### src/hw/rtl/utf8_to_ucs2_decoder_defines.svh
// utf8_to_ucs2_decoder_defines.svh: assertion macros for the decoder RTL.
// Expects signals named clock and reset in the including scope.
`ifndef UTF8_TO_UCS2_DECODER_DEFINES_SVH
`define UTF8_TO_UCS2_DECODER_DEFINES_SVH

// Checked on every clock edge outside of reset.
`define UTF8UCS_ASSERT(label, prop, msg) \
   label: assert property (@(posedge clock) disable iff (reset) prop) else $error(msg);

// Checked on every clock edge, reset included.
`define UTF8UCS_ASSERT_ALWAYS(label, prop, msg) \
   label: assert property (@(posedge clock) prop) else $error(msg);

`endif

### src/hw/rtl/utf8ucs_pkg.sv
// utf8ucs_pkg: types and constants shared by the UTF-8 to UCS-2 decoder.
// No dependencies.
`default_nettype none

package utf8ucs_pkg;

   localparam logic [7:0]  MARK_ASCII  = 8'h80;
   localparam logic [7:0]  MARK_TWO    = 8'h20;
   localparam logic [7:0]  MARK_THREE  = 8'h10;
   localparam logic [7:0]  KEEP_TWO    = 8'h1f;
   localparam logic [7:0]  KEEP_THREE  = 8'h0f;
   localparam logic [7:0]  KEEP_TAIL   = 8'h3f;
   localparam logic [15:0] WIDE_SYMBOL = 16'h0058;

   // following bytes a lead announces, and bytes dropped after a wide lead
   localparam logic [1:0]  PEND_TWO    = 2'd1;
   localparam logic [1:0]  PEND_THREE  = 2'd2;
   localparam logic [1:0]  SKIP_WIDE   = 2'd3;

   typedef struct packed {
      logic [7:0] in_byte;
      logic       end_of_buffer;
   } request_type;

   typedef struct packed {
      logic [15:0] code_unit;
      logic        truncated;
   } result_type;

endpackage

`default_nettype wire

### src/hw/rtl/utf8ucs_core.sv
// utf8ucs_core: decoder state (pending count, skip count, accumulator) and the
// per-byte decode logic. Depends on utf8ucs_pkg and utf8_to_ucs2_decoder_defines.svh.
`default_nettype none

`include "utf8_to_ucs2_decoder_defines.svh"

module utf8ucs_core (
   input  wire logic                     clock,
   input  wire logic                     reset,
   input  wire logic                     advance,
   input  wire utf8ucs_pkg::request_type request,
   output logic                          emit,
   output utf8ucs_pkg::result_type       result
);

   logic [1:0]  pend_ff, pend_in;
   logic [1:0]  skip_ff, skip_in;
   logic [15:0] acc_ff, acc_in;

   logic [7:0]  b;
   logic        emit_raw;
   logic [15:0] unit_raw;
   logic [1:0]  pend_raw;
   logic [1:0]  skip_raw;
   logic [15:0] acc_raw;

   assign b = request.in_byte;

   always_comb begin
      emit_raw = 1'b0;
      unit_raw = 16'h0000;
      pend_raw = pend_ff;
      skip_raw = skip_ff;
      acc_raw  = acc_ff;
      if (skip_ff != 2'd0) begin
         skip_raw = skip_ff - 2'd1;
      end else if (pend_ff != 2'd0) begin
         acc_raw  = {acc_ff[9:0], b[5:0] & utf8ucs_pkg::KEEP_TAIL[5:0]};
         pend_raw = pend_ff - 2'd1;
         if (pend_ff == 2'd1) begin
            emit_raw = 1'b1;
            unit_raw = acc_raw;
         end
      end else if ((b & utf8ucs_pkg::MARK_ASCII) == 8'h00) begin
         emit_raw = 1'b1;
         unit_raw = {8'h00, b};
      end else if ((b & utf8ucs_pkg::MARK_TWO) == 8'h00) begin
         acc_raw  = {8'h00, b & utf8ucs_pkg::KEEP_TWO};
         pend_raw = utf8ucs_pkg::PEND_TWO;
      end else if ((b & utf8ucs_pkg::MARK_THREE) == 8'h00) begin
         acc_raw  = {8'h00, b & utf8ucs_pkg::KEEP_THREE};
         pend_raw = utf8ucs_pkg::PEND_THREE;
      end else begin
         emit_raw = 1'b1;
         unit_raw = utf8ucs_pkg::WIDE_SYMBOL;
         skip_raw = utf8ucs_pkg::SKIP_WIDE;
      end
   end

   // end of buffer: report an unfinished sequence, then drop all state
   always_comb begin
      emit             = emit_raw;
      result.code_unit = unit_raw;
      result.truncated = 1'b0;
      pend_in          = pend_raw;
      skip_in          = skip_raw;
      acc_in           = acc_raw;
      if (request.end_of_buffer) begin
         if (pend_raw != 2'd0) begin
            emit             = 1'b1;
            result.code_unit = 16'h0000;
            result.truncated = 1'b1;
         end
         pend_in = 2'd0;
         skip_in = 2'd0;
         acc_in  = 16'h0000;
      end
   end

   always_ff @(posedge clock) begin
      if (reset) begin
         pend_ff <= 2'd0;
         skip_ff <= 2'd0;
         acc_ff  <= 16'h0000;
      end else if (advance) begin
         pend_ff <= pend_in;
         skip_ff <= skip_in;
         acc_ff  <= acc_in;
      end
   end

   `UTF8UCS_ASSERT(a_skip_pend_excl,
      !(skip_ff != 2'd0 && pend_ff != 2'd0),
      "skip and pending both active")
   `UTF8UCS_ASSERT(a_eob_clears,
      advance && request.end_of_buffer |=>
         pend_ff == 2'd0 && skip_ff == 2'd0 && acc_ff == 16'h0000,
      "state not cleared after end of buffer")
   `UTF8UCS_ASSERT(a_skip_silent,
      advance && skip_ff != 2'd0 |-> !emit,
      "result produced while skipping")
   `UTF8UCS_ASSERT(a_trunc_only_eob,
      emit && result.truncated |-> request.end_of_buffer && result.code_unit == 16'h0000,
      "truncated result without end of buffer")

endmodule

`default_nettype wire

### src/hw/rtl/utf8_to_ucs2_decoder.sv
// utf8_to_ucs2_decoder: top level with request register and result register.
// Depends on utf8ucs_pkg and utf8ucs_core.
`default_nettype none

// Accepts one UTF-8 byte per cycle while req_stall is low and returns zero or one
// UCS-2 code unit for it. A byte that produces a result passes the request
// register, then the result register, before it shows on rsp_; the sustained rate
// is one byte per clock as long as rsp_stall stays low. The combinational decode
// between the two registers also updates the pending/skip/accumulator state, which
// is what sets that one-byte-per-cycle figure. A lead byte with bits 7, 5, 4 all set
// yields 0x58 and the next three bytes are dropped. With end_of_buffer set all
// state clears after that byte; an unfinished multibyte sequence at that point
// yields code unit 0 with rsp_truncated set.
module utf8_to_ucs2_decoder (
   input  wire logic        clock,
   input  wire logic        reset,
   input  wire logic        req_valid,
   output logic             req_stall,
   input  wire logic [7:0]  req_in_byte,
   input  wire logic        req_end_of_buffer,
   output logic             rsp_valid,
   input  wire logic        rsp_stall,
   output logic [15:0]      rsp_code_unit,
   output logic             rsp_truncated
);

   logic                    in_valid_ff, in_valid_in;
   utf8ucs_pkg::request_type in_data_ff;
   logic                    out_valid_ff, out_valid_in;
   utf8ucs_pkg::result_type out_data_ff;

   logic                    accept;
   logic                    advance;
   logic                    emit;
   utf8ucs_pkg::result_type result;

   // the held request moves on once the result register can take its result
   assign advance   = in_valid_ff && (!out_valid_ff || !rsp_stall);
   assign req_stall = in_valid_ff && !advance;
   assign accept    = req_valid && !req_stall;

   always_comb begin
      if (accept) begin
         in_valid_in = 1'b1;
      end else if (advance) begin
         in_valid_in = 1'b0;
      end else begin
         in_valid_in = in_valid_ff;
      end
      if (advance) begin
         out_valid_in = emit;
      end else begin
         out_valid_in = out_valid_ff && rsp_stall;
      end
   end

   always_ff @(posedge clock) begin
      if (reset) begin
         in_valid_ff  <= 1'b0;
         out_valid_ff <= 1'b0;
      end else begin
         in_valid_ff  <= in_valid_in;
         out_valid_ff <= out_valid_in;
      end
   end

   always_ff @(posedge clock) begin
      if (accept) begin
         in_data_ff.in_byte       <= req_in_byte;
         in_data_ff.end_of_buffer <= req_end_of_buffer;
      end
      if (advance && emit) begin
         out_data_ff <= result;
      end
   end

   utf8ucs_core u_core (
      .clock   (clock),
      .reset   (reset),
      .advance (advance),
      .request (in_data_ff),
      .emit    (emit),
      .result  (result)
   );

   assign rsp_valid     = out_valid_ff;
   assign rsp_code_unit = out_data_ff.code_unit;
   assign rsp_truncated = out_data_ff.truncated;

endmodule

`default_nettype wire

### config.mk
export PLATFORM = sky130hd
export DESIGN_NAME = utf8_to_ucs2_decoder
export DESIGN_NICKNAME = d
export VERILOG_FILES = /design/src/hw/rtl/utf8ucs_pkg.sv /design/src/hw/rtl/utf8ucs_core.sv /design/src/hw/rtl/utf8_to_ucs2_decoder.sv
export VERILOG_INCLUDE_DIRS = /design/src /design/src/hw/rtl
export SDC_FILE = /design/constraint.sdc
export NUM_CORES = 1
export LEC_CHECK = 0
export ABC_AREA = 0
export BUFFER_PORTS_ARGS = -buffer_cell sky130_fd_sc_hd__buf_2
export CAP_MARGIN = 20
export CORE_UTILIZATION = 40
export CTS_CLUSTER_DIAMETER = 80
export DETAILED_ROUTE_END_ITERATION = 10
export PLACE_DENSITY = 0.7
export SLEW_MARGIN = 10
export SYNTH_ARGS = -nofsm -noshare
export SYNTH_HDL_FRONTEND = slang
export SYNTH_SLANG_ARGS = --single-unit
### constraint.sdc
create_clock -name clock -period 2.9 [get_ports clock]
set_input_delay 0.29 -clock clock [delete_from_list [all_inputs] [get_ports clock]]
set_output_delay 0.29 -clock clock [all_outputs]
set_load 0.1 [all_outputs]
==> results of run 1 <==
worst min path at each step:
stage                            startpoint          endpoint  slack [ns]  depth (start not counted)
after CTS                    req_in_byte[3]     in_data_ff[4]        0.16                          1
after global placement     u_core.acc_ff[5]  u_core.acc_ff[5]        0.46                          1
after detailed placement   u_core.acc_ff[8]  u_core.acc_ff[8]        0.46                          1
after floorplan           req_end_of_buffer     in_data_ff[0]        0.39                          0
final                        req_in_byte[3]     in_data_ff[4]        0.17                          1
after global routing         req_in_byte[2]     in_data_ff[3]        0.15                          1
logic make-up after synthesis:
group | Yosys count
simple gates | 44
buf+inv | 13
mux | 1
flops | 42
compound gates | 39
fa+ha+maj | 1
metal layers:
metal  up-vias  track usage (%)  part of all wire, %
met5         -                0                    0
met4         0             6.51                  1.7
met3         5             5.50                  5.7
met2        44             24.5                   50
met1       568             18.8                   43
li1        584                -                    -
through the flow:
| step | worst slack, ns | util [%] | cell area [um2] | hold WS (ns) |
|---|---|---|---|---|
| CTS | 1.10 | 50.2 | 2070 | 0.164 |
| global placement | 1.14 | 47.5 | 1950 | 0.456 |
| floorplan | 0.303 | - | 1760 | 0.389 |
| global route | 0.970 | 50.2 | 2070 | 0.154 |
| detailed placement | 1.11 | 47.5 | 1950 | 0.462 |
| finish | 1.10 | 50.2 | 2070 | 0.171 |
Yosys cell counts, types with 2 or more instances:
| cell | instances |
|---|---|
| a22o_1 | 6 |
| and2_1 | 5 |
| a21bo_2 | 2 |
| nand3_1 | 2 |
| clkbuf_1 | 5 |
| a22o_2 | 3 |
| and3_1 | 10 |
| a21oi_1 | 8 |
| dfxtp_1 | 16 |
| a2111o_1 | 2 |
| or3_1 | 3 |
| nor2_4 | 2 |
| o21ai_0 | 6 |
| inv_1 | 3 |
| nor2b_1 | 4 |
| nand2_1 | 2 |
| nor2_1 | 10 |
| nor3_1 | 2 |
| edfxtp_1 | 26 |
power groups by stage:
stage | combinational [W] | sequential, W | clock [W]
2_1_floorplan | 0.0000600 | 0.000756 | 0
3_3_place_gp | 0.000159 | 0.000687 | 0
3_5_place_dp | 0.000162 | 0.000688 | 0
4_1_cts | 0.000163 | 0.000675 | 0.000463
5_1_grt | 0.000172 | 0.000678 | 0.000491
6_report | 0.000162 | 0.000675 | 0.000453
state kept, by name (all words and copies together) (netlist names):
signal / cells
rsp_code_unit: 16
u_core.skip_ff: 2
rsp_valid: 1
rsp_truncated: 1
in_valid_ff: 1
u_core.acc_ff: 10
in_data_ff: 9
u_core.pend_ff: 2
worst max-delay path, stage by stage, from the launching register on:
cell and delay [ns]:
edfxtp_1 0.51, a21bo_2 0.32, o22a_1 0.16, o22ai_1 0.08, nor2_1 0.22, buf_4 0.23
cell usage in the layout, fill, tap and decap left out, types with 2 or more instances in the layout:
cell / instances
a2111o_1: 2
a21bo_2: 2
a21oi_1: 8
a22o_1: 6
a22o_2: 3
and2_1: 5
and3_1: 10
buf_2: 31
buf_4: 3
clkbuf_8: 5
dfxtp_1: 16
edfxtp_1: 26
inv_1: 3
nand2_1: 2
nand3_1: 2
nor2_1: 10
nor2_4: 2
nor2b_1: 4
nor3_1: 2
o21ai_0: 6
or3_1: 3
cell type report:
cell class | count | area (um2) | share of cell area [%]
Sequential cell | 42 | 1100 | 53.3
Multi-Input combinational cell | 85 | 594 | 28.8
Timing Repair Buffer | 34 | 178 | 8.60
Clock buffer | 5 | 68.8 | 3.33
Tap cell | 50 | 62.6 | 3.03
Clock inverter | 3 | 43.8 | 2.12
Inverter | 4 | 17.5 | 0.848
==> metrics, run 1 <==
synthesized instance count 140; Yosys top cell area share 44.3%; area share of fa/ha/maj cells after synthesis 0.711%; capture point of the worst reg-to-reg path rsp_code_unit[13]; Clock Latency Late Sink 0.30 ns; clock tree root buffer cell clkbuf_8; mean area per synthesized cell 12.6 um2; CTS clock-pin slew for the worst setup and hold paths 0.07 ns; sequential share of the synthesized area 62.5%; number of I/O pins 32; Tightest Hold Check Type in2reg; core outline area 0.00412 mm2; grt total ovfl 0; GRT Overall Usage 15.4%; final period utilization 62.0%; wire length of the first global-routing pass 5.13 mm; CTS tree yes; Max-Cap Viols 0; worst reg2reg startpoint in_data_ff[8]; status finished, final reports clean; combinational share of power 12.5%; PostCTS Resize Cnt 0; simple-gate area share of the yosys netlist 14.6%; mapped cell area 0.00176 mm2; required time worst endpoint 2.90 ns; Crit Path Max Fanout 9; Avg WL per Cell 14.4 um; H-tree levels 2; main combinational cell family by area after synthesis compound AO/OA/AOI/OAI gates; Max VDD drop 255 uV; post-synthesis mux area share 0.569%; Inserted Diodes 0; CTS max path bufs 2; post-synth top area cell edfxtp_1; drt pass-1 iters 4; area growth from synthesis to layout 17.3%; crit path to rsp_code_unit[13]; highest clock rate 556 MHz; Sum Neg Setup Slack 0 ns; # fillers 367; fin cells 223; asr flop ratio synth 0%; cts bufs inserted 5; Worst setup EP type flip-flop; RSZ-0062 raised after global routing false; Final Power 0.00129 W; switching share of power 26.1%; Post-Syn Nets 154; drt drc 0; Post-CTS Setup Inserts 0; Switching Power 0.000337 W; Die H 68.3 um; compound-cell area share of the yosys netlist 17.9%; vias per cell 5.39; Port Buffers 31; hold-fix buffers at CTS 0; Final Hold Viols 0; synth top area cells edfxtp_1, dfxtp_1, and3_1; initial cell density of the core 42.8%; clock share of power 35.1%; crit path from in_data_ff[8]; Static Leak 0.837 nW; XOR/XNOR share of the synthesized area 0%; WS Path Type reg2reg; post-synthesis cell type count 42; Slew Limit Fails 0; GP Congestion 0.867; crit path time final 1.80 ns; count of final setup violators 0; Int Pwr 0.000953 W; R2R Setup Slk 1.10 ns; worst reg-to-reg path cell count 5; initial antenna violation count 0; detailed-route via count 1201; clk sink count 42; ratio of cells with drive above 1 in the final layout 31.2%; vias in the first global route 1123; largest net degree at the start of global routing 22; actual slew at the worst max-slew pin 0.701 ns; power per cell area 625 mW/mm2; CP Launch Type flip-flop; final net count 186; DRT antenna net count 0; die area 0.00467 mm2; Setup Skew 0.00910 ns; Yosys warnings 0; Post-Route WL 3.20 mm; top_reg_cell synth edfxtp_1; Seq pwr share 52.3%; synthesized flop and latch total 42; post-DP HPWL 2.34 mm; width of the die 68.3 um; Initial DRC Count 88; dpl cells 215; number of synthesized flops with an enable pin 26; Critical Path AT 1.80 ns; relative slew slack 53.2%; row count 23
(Power assumes the default switching activity.)
==> run 2, diff against run 1 <==
--- a/config.mk
+++ b/config.mk
@@ -6,13 +6,13 @@
 export SDC_FILE = /design/constraint.sdc
 export NUM_CORES = 1
 export LEC_CHECK = 0
-export ABC_AREA = 0
+export ABC_AREA = 1
 export BUFFER_PORTS_ARGS = -buffer_cell sky130_fd_sc_hd__buf_2
 export CAP_MARGIN = 20
 export CORE_UTILIZATION = 40
 export CTS_CLUSTER_DIAMETER = 80
 export DETAILED_ROUTE_END_ITERATION = 10
-export PLACE_DENSITY = 0.7
+export PLACE_DENSITY = 0.72
 export SLEW_MARGIN = 10
 export SYNTH_ARGS = -nofsm -noshare
 export SYNTH_HDL_FRONTEND = slang
==> constraint.sdc (replaced) <==
create_clock -name clock -period 1.6 [get_ports clock]
set_input_delay 0.16 -clock clock [delete_from_list [all_inputs] [get_ports clock]]
set_output_delay 0.16 -clock clock [all_outputs]
set_load 0.1 [all_outputs]
==> run 2 against run 1 <==
Register-to-register slack worse by 1.1 ns; count of clock-buffer cells in the layout stayed put; die area is 2.6% lower; critical path depth is 7 higher; synthesized cell count is 32% higher; first-iteration DRC count is 38% higher; sequential power is 81% higher; non-clock buffer count is 19 higher; total power is 87% higher; area after synthesis is 2.7% lower; critical endpoint is now rsp_code_unit[15]; largest cell class unchanged.
==> metrics, run 2 <==
actual slew at the worst max-slew pin 0.487 ns (was 0.701 ns); WHS 0.0336 ns (was 0.171 ns); Port Buffers 31 (unchanged); drt pass-1 iters 4 (unchanged); ratio of cells with drive above 1 in the final layout 36.9% (was 31.2%); synthesized flop and latch total 42 (unchanged); Post-Route WL 3.20 mm (about the same); R2R Setup Slk 0.005 ns (was 1.10 ns); clk sink count 42 (unchanged); sequential share of the synthesized area 64.3% (was 62.5%); post-DP HPWL 2.31 mm (was 2.34 mm); asr flop ratio synth 0% (unchanged); most common cell in the netlist nand2_1 (was edfxtp_1); fin area 0.00229 mm2 (was 0.00207 mm2); leading cell types in the layout, fill and taps excluded nand2_1, buf_2, edfxtp_1 (was buf_2, edfxtp_1, dfxtp_1); post-synth top area cell edfxtp_1 (unchanged); final net count 257 (was 186); GP Congestion 0.864 (was 0.867); mapped cell area 0.00171 mm2 (was 0.00176 mm2); worst reg2reg startpoint u_core.skip_ff[0] (was in_data_ff[8]); crit path time final 1.60 ns (was 1.80 ns); area growth from synthesis to layout 33.6% (was 17.3%); Final Hold Viols 0 (unchanged); CP Launch Type flip-flop (unchanged); Worst setup EP type flip-flop (unchanged); cts bufs inserted 5 (unchanged); detailed-route via count 1351 (was 1201); Area after DPL 0.00209 mm2 (was 0.00195 mm2); Avg WL per Cell 10.9 um (was 14.4 um); Slew Limit Fails 0 (unchanged); CTS max path bufs 2 (unchanged); Setup Skew 0.00571 ns (was 0.00910 ns); Max-Cap Viols 0 (unchanged); status finished, final reports clean (unchanged); # fillers 353 (was 367); initial cell density of the core 42.2% (was 42.8%); final period utilization 99.7% (was 62.0%); setup ws final 0.00474 ns (was 1.10 ns); Clock Latency Late Sink 0.30 ns (about the same); number of I/O pins 32 (unchanged); highest clock rate 627 MHz (was 556 MHz); row count 23 (unchanged); wire length of the first global-routing pass 5.33 mm (was 5.13 mm); GRT Overall Usage 16.8% (was 15.4%); CTS tree yes (unchanged); relative slew slack 67.8% (was 53.2%); pre-CTS setup slack -0.142 ns (was 1.11 ns); Initial DRC Count 121 (was 88); required time worst endpoint 1.62 ns (was 2.90 ns); Tightest Hold Check Type in2reg (unchanged); Inserted Diodes 0 (unchanged); Max VDD drop 626 uV (was 255 uV); core outline area 0.00406 mm2 (was 0.00412 mm2); power per cell area 1050 mW/mm2 (was 625 mW/mm2); Worst Hold Path Cells 1 (unchanged); CTS clock-pin slew for the worst setup and hold paths 0.08 ns (was 0.07 ns); hold-fix buffers at CTS 0 (unchanged); drt drc 0 (unchanged); synth top area cells edfxtp_1, dfxtp_1, nand2_1 (was edfxtp_1, dfxtp_1, and3_1); Largest register FFs 16 (unchanged); mean area per synthesized cell 9.26 um2 (was 12.6 um2); Yosys warnings 0 (unchanged); width of the die 67.4 um (was 68.3 um); initial antenna violation count 0 (unchanged); grt total ovfl 0 (unchanged); DRT antenna net count 0 (unchanged); most common cell after layout, fill and taps aside nand2_1 (was buf_2); Crit Path Max Fanout 15 (was 9); number of synthesized flops with an enable pin 26 (unchanged); top_reg_cell synth edfxtp_1 (unchanged); RSZ-0062 raised after global routing true (was false); hold_sp req_in_byte[1] (was req_in_byte[3]); Yosys top cell area share 45.6% (was 44.3%); capture point of the worst reg-to-reg path rsp_code_unit[15] (was rsp_code_unit[13]); die area 0.00455 mm2 (was 0.00467 mm2); Post-Syn Nets 199 (was 154); largest net degree at the start of global routing 17 (was 22); vias per cell 4.60 (was 5.39); CP Cell Sequence inv_2 > ha_4 > inv_4 > nand2_2 > nand2_2 > nand2_1 > nand3_1 > nand2_1 > nand2_1 > nand2_2 > clkinvlp_4 > buf_12 (was a21bo_2 > o22a_1 > o22ai_1 > nor2_1 > buf_4); clock tree root buffer cell clkbuf_8 (unchanged); worst hold path endpoint in_data_ff[2] (was in_data_ff[4]); Critical Path AT 1.61 ns (was 1.80 ns); Die H 67.4 um (was 68.3 um); worst reg-to-reg path cell count 12 (was 5); post-synthesis cell type count 18 (was 42); Critical Path Max Stage Delay 0.33 ns (was 0.51 ns); count of final setup violators 0 (unchanged); synth cell count leaders nand2_1, inv_1, nor2_1 (was edfxtp_1, dfxtp_1, and3_1, nor2_1, a21oi_1); WS Path Type reg2reg (unchanged); Static Leak 0.943 nW (was 0.837 nW); H-tree levels 2 (unchanged); Sum Neg Setup Slack 0 ns (unchanged); synthesized instance count 185 (was 140); crit path max-delay cell type dfxtp_2 (was edfxtp_1); vias in the first global route 1184 (was 1123)
==> run 2: layout make-up <==
type	count	area [um2]	share of cell area (%)
Sequential cell	42	1110	48.5
Multi-Input combinational cell	111	542	23.7
Timing Repair Buffer	53	340	14.9
Inverter	29	118	5.14
Clock buffer	5	68.8	3.01
Tap cell	50	62.6	2.73
Clock inverter	3	40.0	1.75
Timing Repair inverter	1	7.51	0.328
==> run 2: critical path, delay by kind of cell, from the launching register on <==
kind	cells	cell delay [ns]
fa+ha+maj	1	0.17
simple gates	7	0.45
buf+inv	4	0.38
flops	1	0.33
==> run 2: worst max path at each step <==
| stage | startpoint | to | slack (ns) |
|---|---|---|---|
| 3_5_place_dp | u_core.skip_ff[0] | rsp_code_unit[7] | -0.14 |
| 2_1_floorplan | rsp_valid | in_data_ff[0] | -0.03 |
| 5_1_grt | u_core.skip_ff[0] | rsp_code_unit[13] | -0.12 |
| 4_1_cts | in_data_ff[8] | rsp_code_unit[10] | -0.0005 |
| 6_report | u_core.skip_ff[0] | rsp_code_unit[15] | 0.005 |
| 3_3_place_gp | u_core.skip_ff[0] | rsp_code_unit[12] | -0.08 |
==> run 2: kinds of logic (layout without fill, tap and decap cells) <==
| logic type | after synthesis | after routing | synth area share [%] |
|---|---|---|---|
| compound gates | 20 | 20 | 5.92 |
| fa+ha+maj | 1 | 1 | 0.730 |
| buf+inv | 32 | 91 | 7.45 |
| flops | 42 | 42 | 64.3 |
| simple gates | 90 | 90 | 21.6 |
==> run 2: layer usage <==
| layer | GRT usage (%) | up-vias | part of all wire [%] |
|---|---|---|---|
| li1 | - | 711 | - |
| met2 | 23.9 | 45 | 42 |
| met1 | 21.9 | 588 | 49 |
| met3 | 5.57 | 7 | 5.8 |
| met4 | 10.4 | 0 | 2.8 |
| met5 | 0 | - | 0 |
==> run 2: timing repair <==
item                                   4_1_cts  5_1_grt
buffers inserted                             2        2
endpoints found under the hold margin        0        0
setup endpoints to repair                   17       21
resized for setup                            3       14
pin swaps                                    0        2
gates cloned                                 0        1
==> run 2: per-stage QoR <==
stage / utilization [%] / power (W) / cells
global placement: 51.6 / 0.00159 / 281
floorplan: - / 0.00150 / 185
finish: 56.4 / 0.00241 / 294
detailed placement: 51.6 / 0.00159 / 281
CTS: 55.0 / 0.00241 / 291
global route: 56.4 / 0.00249 / 294
==> run 2: power by group <==
group,leakage [nW],total (W),switching (W),internal [W]
clock,0.0579,0.000816,0.000357,0.000459
sequential,0.379,0.00122,0.0000207,0.00119
combinational,0.506,0.000375,0.000275,0.0000995
total,0.943,0.00241,0.000653,0.00175
==> run 3, diff against run 2 <==
--- a/config.mk
+++ b/config.mk
@@ -6,7 +6,7 @@
 export SDC_FILE = /design/constraint.sdc
 export NUM_CORES = 1
 export LEC_CHECK = 0
-export ABC_AREA = 1
+export ABC_AREA = 0
 export BUFFER_PORTS_ARGS = -buffer_cell sky130_fd_sc_hd__buf_2
 export CAP_MARGIN = 20
 export CORE_UTILIZATION = 40
==> run 3 against run 2 <==
Critical path depth is 6 lower; wire length increased by 0.72%; sequential share of layout area up 1.6 points.
==> metrics, run 3 (synthesis results as in run 1) <==
vias in the first global route 1185 (was 1184); initial cell density of the core 42.8% (was 42.2%); area growth from synthesis to layout 25.3% (was 33.6%); CTS tree yes (unchanged); leading cell types in the layout, fill and taps excluded buf_2, edfxtp_1, dfxtp_1 (was nand2_1, buf_2, edfxtp_1); highest clock rate 648 MHz (was 627 MHz); Area after DPL 0.00208 mm2 (was 0.00209 mm2); Slew Limit Fails 0 (unchanged); Setup Skew 0.00331 ns (was 0.00571 ns); drt pass-1 iters 4 (unchanged); count of final setup violators 0 (unchanged); crit path time final 1.54 ns (was 1.60 ns); Static Leak 0.896 nW (was 0.943 nW); dpl cells 227 (was 281); actual slew at the worst max-slew pin 0.487 ns (about the same); Avg WL per Cell 13.7 um (was 10.9 um); crit path max-delay cell type or4_4 (was dfxtp_2); Port Buffers 31 (unchanged); initial antenna violation count 0 (unchanged); width of the die 68.3 um (was 67.4 um); CTS max path bufs 2 (unchanged); H-tree levels 2 (unchanged); most common cell after layout, fill and taps aside buf_2 (was nand2_1); GRT Overall Usage 15.9% (was 16.8%); clk sink count 42 (unchanged); Worst Hold Path Cells 1 (unchanged); clock tree root buffer cell clkbuf_8 (unchanged); cts bufs inserted 5 (unchanged); fin area 0.00221 mm2 (was 0.00229 mm2); Post-CTS Setup Inserts 0 (was 2); wire length of the first global-routing pass 5.26 mm (was 5.33 mm); CTS clock-pin slew for the worst setup and hold paths 0.08 ns (about the same); hold_sp req_in_byte[0] (was req_in_byte[1]); core outline area 0.00412 mm2 (was 0.00406 mm2); Tightest Hold Check Type in2reg (unchanged); DRT antenna net count 0 (unchanged); Max VDD drop 535 uV (was 626 uV); GP Congestion 0.893 (was 0.864); fin cells 235 (was 294); Clock Latency Late Sink 0.29 ns (was 0.30 ns); largest net degree at the start of global routing 19 (was 17); vias per cell 5.36 (was 4.60); grt total ovfl 0 (unchanged); hold-fix buffers at CTS 0 (unchanged); worst reg-to-reg path cell count 6 (was 12); final net count 198 (was 257); # fillers 361 (was 353); Largest register FFs 16 (unchanged); detailed-route via count 1259 (was 1351); worst reg2reg startpoint u_core.skip_ff[1] (was u_core.skip_ff[0]); number of I/O pins 32 (unchanged); WS Path Type reg2reg (unchanged); status finished, final reports clean (unchanged); CP Cell Sequence inv_1 > ha_4 > inv_4 > or4_4 > a21oi_4 > a22o_2 (was inv_2 > ha_4 > inv_4 > nand2_2 > nand2_2 > nand2_1 > nand3_1 > nand2_1 > nand2_1 > nand2_2 > clkinvlp_4 > buf_12); Inserted Diodes 0 (unchanged); PostCTS Resize Cnt 1 (was 3); drt drc 0 (unchanged); die area 0.00467 mm2 (was 0.00455 mm2); power per cell area 1070 mW/mm2 (was 1050 mW/mm2); relative slew slack 67.8% (about the same); Max-Cap Viols 0 (unchanged); worst hold path endpoint in_data_ff[1] (was in_data_ff[2]); post-DP HPWL 2.35 mm (was 2.31 mm); Post-Route WL 3.22 mm (was 3.20 mm); R2R Setup Slk 0.06 ns (was 0.005 ns); capture point of the worst reg-to-reg path u_core.acc_ff[1] (was rsp_code_unit[15]); Crit Path Max Fanout 4 (was 15); Initial DRC Count 58 (was 121); Sum Neg Setup Slack 0 ns (unchanged); CP Launch Type flip-flop (unchanged); Worst setup EP type flip-flop (unchanged); Critical Path Max Stage Delay 0.57 ns (was 0.33 ns); required time worst endpoint 1.84 ns (was 1.62 ns); final period utilization 96.4% (was 99.7%); Final Hold Viols 0 (unchanged); Die H 68.3 um (was 67.4 um); Critical Path AT 1.79 ns (was 1.61 ns); row count 23 (unchanged); ratio of cells with drive above 1 in the final layout 39.5% (was 36.9%)
==> run 3: changes by cell type in the layout (fill, tap and decap cells not counted), sizes merged, moves of 5 or more <==
cell | before | now
buf | 53 | 46
nor2 | 30 | 12
nand2 | 43 | 2
a21oi | 17 | 9
and3 | 0 | 10
nand3 | 15 | 2
and2 | 0 | 5
inv | 28 | 4
a22o | 0 | 9
==> run 3: layout make-up <==
| cell class | instances | area, um2 | area share, % |
|---|---|---|---|
| multi-input combinational | 85 | 631 | 28.6 |
| inverter | 4 | 17.5 | 0.794 |
| timing repair buffer | 46 | 280 | 12.7 |
| tap | 50 | 62.6 | 2.84 |
| sequential | 42 | 1100 | 50.1 |
| clock buffer | 6 | 72.6 | 3.29 |
| clock inverter | 2 | 37.5 | 1.70 |
==> run 3: power breakdown <==
group	leakage, nW	total, W	internal [W]	switching (W)
clock network	0.0514	0.000820	0.000465	0.000355
logic	0.459	0.000338	0.0000926	0.000245
registers	0.385	0.00121	0.00119	0.0000182
==> run 3: stage by stage <==
stage	utilization [%]	power, W	hold slack, ns	worst slack [ns]
2_1_floorplan	-	0.00149	0.259	-0.0849
3_3_place_gp	50.6	0.00156	0.337	0.0197
3_5_place_dp	50.6	0.00157	0.338	-0.00674
4_1_cts	53.4	0.00238	0.0270	0.00900
5_1_grt	53.6	0.00245	0.0185	-0.0000937
6_report	53.6	0.00237	0.0366	0.0578
==> run 3: worst max-delay path, delay by kind of cell (launching register included) <==
| family | cells | cell delay [ns] |
|---|---|---|
| AO/OA/AOI/OAI | 2 | 0.32 |
| adder cells (fa/ha/maj) | 1 | 0.16 |
| buffers and inverters | 2 | 0.13 |
| flip-flops | 1 | 0.31 |
| AND/OR/NAND/NOR | 1 | 0.57 |
==> run 3: worst max-delay path by stage <==
stage	from	end	slack [ns]	cells after the start
2_1_floorplan	u_core.skip_ff[0]	rsp_code_unit[0]	-0.08	8
3_3_place_gp	u_core.skip_ff[0]	u_core.acc_ff[0]	0.02	6
3_5_place_dp	u_core.skip_ff[0]	u_core.acc_ff[1]	-0.007	6
4_1_cts	u_core.skip_ff[0]	u_core.acc_ff[1]	0.009	6
5_1_grt	u_core.skip_ff[0]	u_core.acc_ff[1]	-0.00009	6
6_report	u_core.skip_ff[1]	u_core.acc_ff[1]	0.06	6
==> run 3: layer usage <==
layer	global-route usage, %	routed length (um)
met1	18.6	1400
met5	0	0
met2	25.5	1510
met3	5.00	227
met4	8.85	87
